## config.mk

```make
export PLATFORM = sky130hd
export DESIGN_NAME = stbs_ctrl
export DESIGN_NICKNAME = d
export VERILOG_FILES = /design/src/design/stbs_pkg.sv /design/src/design/stbs_ctrl.sv
export SDC_FILE = /design/constraint.sdc
export NUM_CORES = 1
export LEC_CHECK = 0
export ABC_AREA = 1
export BUFFER_PORTS_ARGS = -buffer_cell sky130_fd_sc_hd__buf_2
export CORE_AREA = 8 8 45 47
export DETAILED_ROUTE_END_ITERATION = 12
export DIE_AREA = 0 0 53 55
export HOLD_SLACK_MARGIN = 0.05
export PLACE_DENSITY = 0.5
export SLEW_MARGIN = 20
export SYNTH_ARGS = -nofsm -noshare
export SYNTH_HDL_FRONTEND = slang
export SYNTH_SLANG_ARGS = --single-unit
```

## constraint.sdc

```tcl
create_clock -name i_clk -period 1 [get_ports i_clk]
set_input_delay 0 -clock i_clk [delete_from_list [all_inputs] [get_ports i_clk]]
set_output_delay 0 -clock i_clk [all_outputs]
set_load 0.02 [all_outputs]
```

## src/design/stbs_pkg.sv

```systemverilog
// Shared types and constants for the sorted table binary search core.
// Used by stbs_ctrl, stbs_datapath and sorted_table_binary_search_core.
`default_nettype none

package stbs_pkg;

    localparam int DATA_W    = 32;  // table entry and target width
    localparam int IDX_W     = 12;  // flat entry index width on the input channel
    localparam int REG_W     = 7;   // width of each size register
    localparam int CNT_W     = 14;  // holds up to 127 * 127 used entries
    localparam int CLAMP_W   = 11;  // holds the largest row or column limit
    localparam int WIDE_W    = 21;  // holds the largest store depth
    localparam int CFG_IDX_W = 2;

    localparam logic [CFG_IDX_W-1:0] CFG_ROWS_IN_USE = 2'd0;
    localparam logic [CFG_IDX_W-1:0] CFG_COLS_IN_USE = 2'd1;

    localparam logic ACT_LOAD   = 1'b0;
    localparam logic ACT_SEARCH = 1'b1;

    typedef enum logic [3:0] {
        ST_IDLE = 4'b0001,
        ST_READ = 4'b0010,
        ST_CMP  = 4'b0100,
        ST_DONE = 4'b1000
    } t_state;

    // Controller to datapath
    typedef struct packed {
        logic load;      // write the accepted entry into the table
        logic capture;   // latch target and open the search range
        logic rd_en;     // read the table at the midpoint
        logic step;      // narrow the range after a miss
        logic mark_hit;  // record a match
        logic emit;      // move the answer into the output register
    } t_cmd;

    // Datapath to controller
    typedef struct packed {
        logic empty;      // live range holds no entry
        logic hit;        // probed entry equals the target
        logic slot_free;  // output register can take a new answer
    } t_status;

endpackage

`default_nettype wire

```

## src/design/stbs_ctrl.sv

```systemverilog
// Search sequencer: one-hot state machine that steps the binary search.
// Depends on stbs_pkg; drives the command struct of stbs_datapath.
`default_nettype none

module stbs_ctrl (
    input  wire logic            i_clk,
    input  wire logic            i_rst_n,
    input  wire logic            i_in_valid,
    input  wire logic            i_action,
    output logic                 o_in_stall,
    input  wire stbs_pkg::t_status i_status,
    output stbs_pkg::t_cmd       o_cmd
);

    stbs_pkg::t_state r_state;
    stbs_pkg::t_state n_state;
    logic             w_accept;

    assign o_in_stall = (r_state != stbs_pkg::ST_IDLE);
    assign w_accept   = i_in_valid && (r_state == stbs_pkg::ST_IDLE);

    always_comb begin
        o_cmd.load     = w_accept && (i_action == stbs_pkg::ACT_LOAD);
        o_cmd.capture  = w_accept && (i_action == stbs_pkg::ACT_SEARCH);
        o_cmd.rd_en    = (r_state == stbs_pkg::ST_READ) && !i_status.empty;
        o_cmd.step     = (r_state == stbs_pkg::ST_CMP) && !i_status.hit;
        o_cmd.mark_hit = (r_state == stbs_pkg::ST_CMP) && i_status.hit;
        o_cmd.emit     = (r_state == stbs_pkg::ST_DONE) && i_status.slot_free;
    end

    always_comb begin
        n_state = r_state;
        case (r_state)
            stbs_pkg::ST_IDLE: begin
                if (o_cmd.capture) begin
                    n_state = stbs_pkg::ST_READ;
                end
            end
            stbs_pkg::ST_READ: begin
                n_state = i_status.empty ? stbs_pkg::ST_DONE : stbs_pkg::ST_CMP;
            end
            stbs_pkg::ST_CMP: begin
                n_state = i_status.hit ? stbs_pkg::ST_DONE : stbs_pkg::ST_READ;
            end
            stbs_pkg::ST_DONE: begin
                if (i_status.slot_free) begin
                    n_state = stbs_pkg::ST_IDLE;
                end
            end
            default: begin
                n_state = stbs_pkg::ST_IDLE;
            end
        endcase
    end

    always_ff @(posedge i_clk) begin
        if (!i_rst_n) begin
            r_state <= stbs_pkg::ST_IDLE;
        end else begin
            r_state <= n_state;
        end
    end

endmodule

`default_nettype wire

```

==> metrics <==
run status=finished, violations left; failing checks=negative setup slack; vias in the first global route=about 350; crit-path most repeated cell=nand2_2; Hold WC Path Type=in -> reg; # setup viols final=9; Max Fclk=slightly below 900 MHz; RePlAce Congestion=0.702; Worst Hold End=r_state[0]; critical path peak fanout=4; synthesized flop and latch total=4; RR Startpoint=r_state[3]; syn_nets=between 50 and 60; initial core utilization=about a fifth; H-tree depth=1; die width=roughly 53 um; main combinational cell family by area after synthesis=simple AND/OR/NAND/NOR gates; slew margin rel.=between 80% and 90%; CTS tree=yes; mux contribution to synthesized area=0%; share of the synthesized area in the top cell type=between 30% and 40%; largest net degree at the start of global routing=6; core box area=between 1000 and 1500 um2; Final Max Tran Viols=0; most frequent cells in the layout=9 x buf_2, 7 x inv_1, 7 x nand2_1; final worst path period share=114%; CTS sink count=4; Ant. Diodes=0; DP Wirelength=slightly above 600 um; Die Y=about 55 um; max reg flops=4; Post-Synth Simple-Gate Area=54.2%; input/output buffers=13; Worst Setup Path Type=reg -> out; Post-Synth XOR/XNOR Area=0%; CP Cell Sequence=nor2_4 > nand2_2 > inv_2 > nand2_2 > nor2_2 > buf_6; Avg WL per Cell=10.5 um; sequential fraction of the synthesis area=between 30 and 40%; root buf cell=clkbuf_4; Power Total=approximately 960 uW; grt ovf=0; # rows=14; Synth cell types=10; Clock Skews=between 7 and 8 ps; Worst Tran Pin Value=between 200 and 250 ps; commonest non-fill, non-tap cell in the layout=buf_2; initial antenna violation count=0; leak pwr=between 0.0002 and 0.0003 uW; synthesis-to-layout area growth=87.7%; Num CTS Buffers=3; layout cells sized above 1=between 60% and 70%; via count=between 300 and 400; critical path's top delay family=simple AND/OR/NAND/NOR gates; Critical Path RT=1000 ps; compound-cell area share of the yosys netlist=0%; io pins=14; max incr delay on CP=between 300 and 400 ps; reg-to-reg endpoint=r_state[1]; residual DRC count=0; leading area contributor after synthesis=dfxtp_1; DR pass1 iterations=3; Mapped Avg Cell Area=6.03 um2; Final Hold Fails=0; Worst-path clk slew=approximately 40 ps; largest reg by FF count=r_state; utilization after layout=36.0%; first-pass GRT wire length=approximately 1400 um; Placed Instances=74; die area=between 2000 and 3000 um2; hold depth=4; Cell Area, Synth=about 270 um2; Slowest-stage cell, CP=dfxtp_2; Hold Crit Start=i_action; DR vias/cell=between 4 and 5; WHS=between 150 and 200 ps; Critical Path AT=~1100 ps; setup slack, reg-to-reg=-20 ps; nets=77; DR iter-0 viols=2; Max Buffers Root-to-Sink=2; Ys Warns=0; Reg2Reg Depth=7; Setup WS post-layout=-142 ps; RSZ-0062 raised after global routing=true; Max VDD drop=about 0.86 mV; Post-Syn Instances=between 40 and 50; worst skew pair latency=240 ps; Worst Setup End Kind=output port; fin crit period=1140 ps; biggest regs=r_state (4); setup tns final=-760 ps; Routed Antenna Nets=0; Synth area leaders=dfxtp_1 30%, nand2_1 13%, nand3_1 11%, inv_1 11%, nor2_2 9.4%; crit start category=flop; Max Cap Viol=0; post-route insts no fill=84; adder-cell share of the synthesized area=0%; Post-Route WL=slightly below 900 um; All-Layer GR Usage=6.99%; Buf/Inv on CP=2; Cell Pwr Density=1930 nW/um2
## logic make-up after synthesis
group	count (synthesis)
AND/OR/NAND/NOR	29
buffers and inverters	11
flip-flops	4
## worst min-delay path: stages
cell,delay [ps]
buf_2,110
nand4_1,110
nand2_1,60
nand3_1,70
## final cells by class
| cell class | count | area [um2] |
|---|---|---|
| repair buffers | 21 | 155 |
| multi-input cells | 29 | 174 |
| inverters | 11 | 41.3 |
| clock buffers | 3 | 22.5 |
| well taps | 16 | 20.0 |
| fillers | 162 | 886 |
| flip-flops and latches | 4 | 85.1 |
## routing by layer
metal	GRT usage, %	up-vias	share of wire [%]
li1	-	189	-
met1	6.38	147	40
met2	9.96	15	44
met3	2.14	4	10
met4	11.6	0	6.0
met5	0	-	0
## metrics by stage
step	cell area, um2	worst slack [ps]
2_1_floorplan	270	47.8
3_3_place_gp	363	14.7
3_5_place_dp	363	8.18
4_1_cts	482	-142
5_1_grt	498	-215
6_report	498	-142
## cell usage after synthesis
cell type / n
inv_2: 3
nor2_1: 5
nand2_1: 9
nand3_1: 6
inv_1: 8
nand3_2: 1
nor2_2: 4
dfxtp_1: 4
nand4_1: 3
nor3b_1: 1
## power breakdown
part / switching [uW] / total [uW] / leakage (uW) / internal, uW
clock: 73.7 / 208 / 0.0000138 / 135
combinational: 261 / 532 / 0.000232 / 271
sequential: 30.4 / 222 / 0.0000337 / 192
total: 365 / 963 / 0.000279 / 598
## worst max-delay path by stage
stage          startpoint          to  slack, ps  cells past startpoint
6_report       r_state[3]    o_cmd[5]       -140                      6
5_1_grt        r_state[3]    o_cmd[5]       -220                      6
4_1_cts        r_state[1]    o_cmd[1]       -140                      4
3_5_place_dp   r_state[3]  r_state[1]          8                      7
3_3_place_gp   r_state[3]  r_state[1]         10                      7
2_1_floorplan  r_state[0]  r_state[1]         50                      7
## repair_timing
action                     4_1_cts  5_1_grt
hold endpoints to repair         4        0
resized for setup               17        3
hold buffers                     2        0
pin swaps                        3        4
setup endpoints to repair        7       11
setup buffers                    4        1
Power figures use the tool's default switching activity.
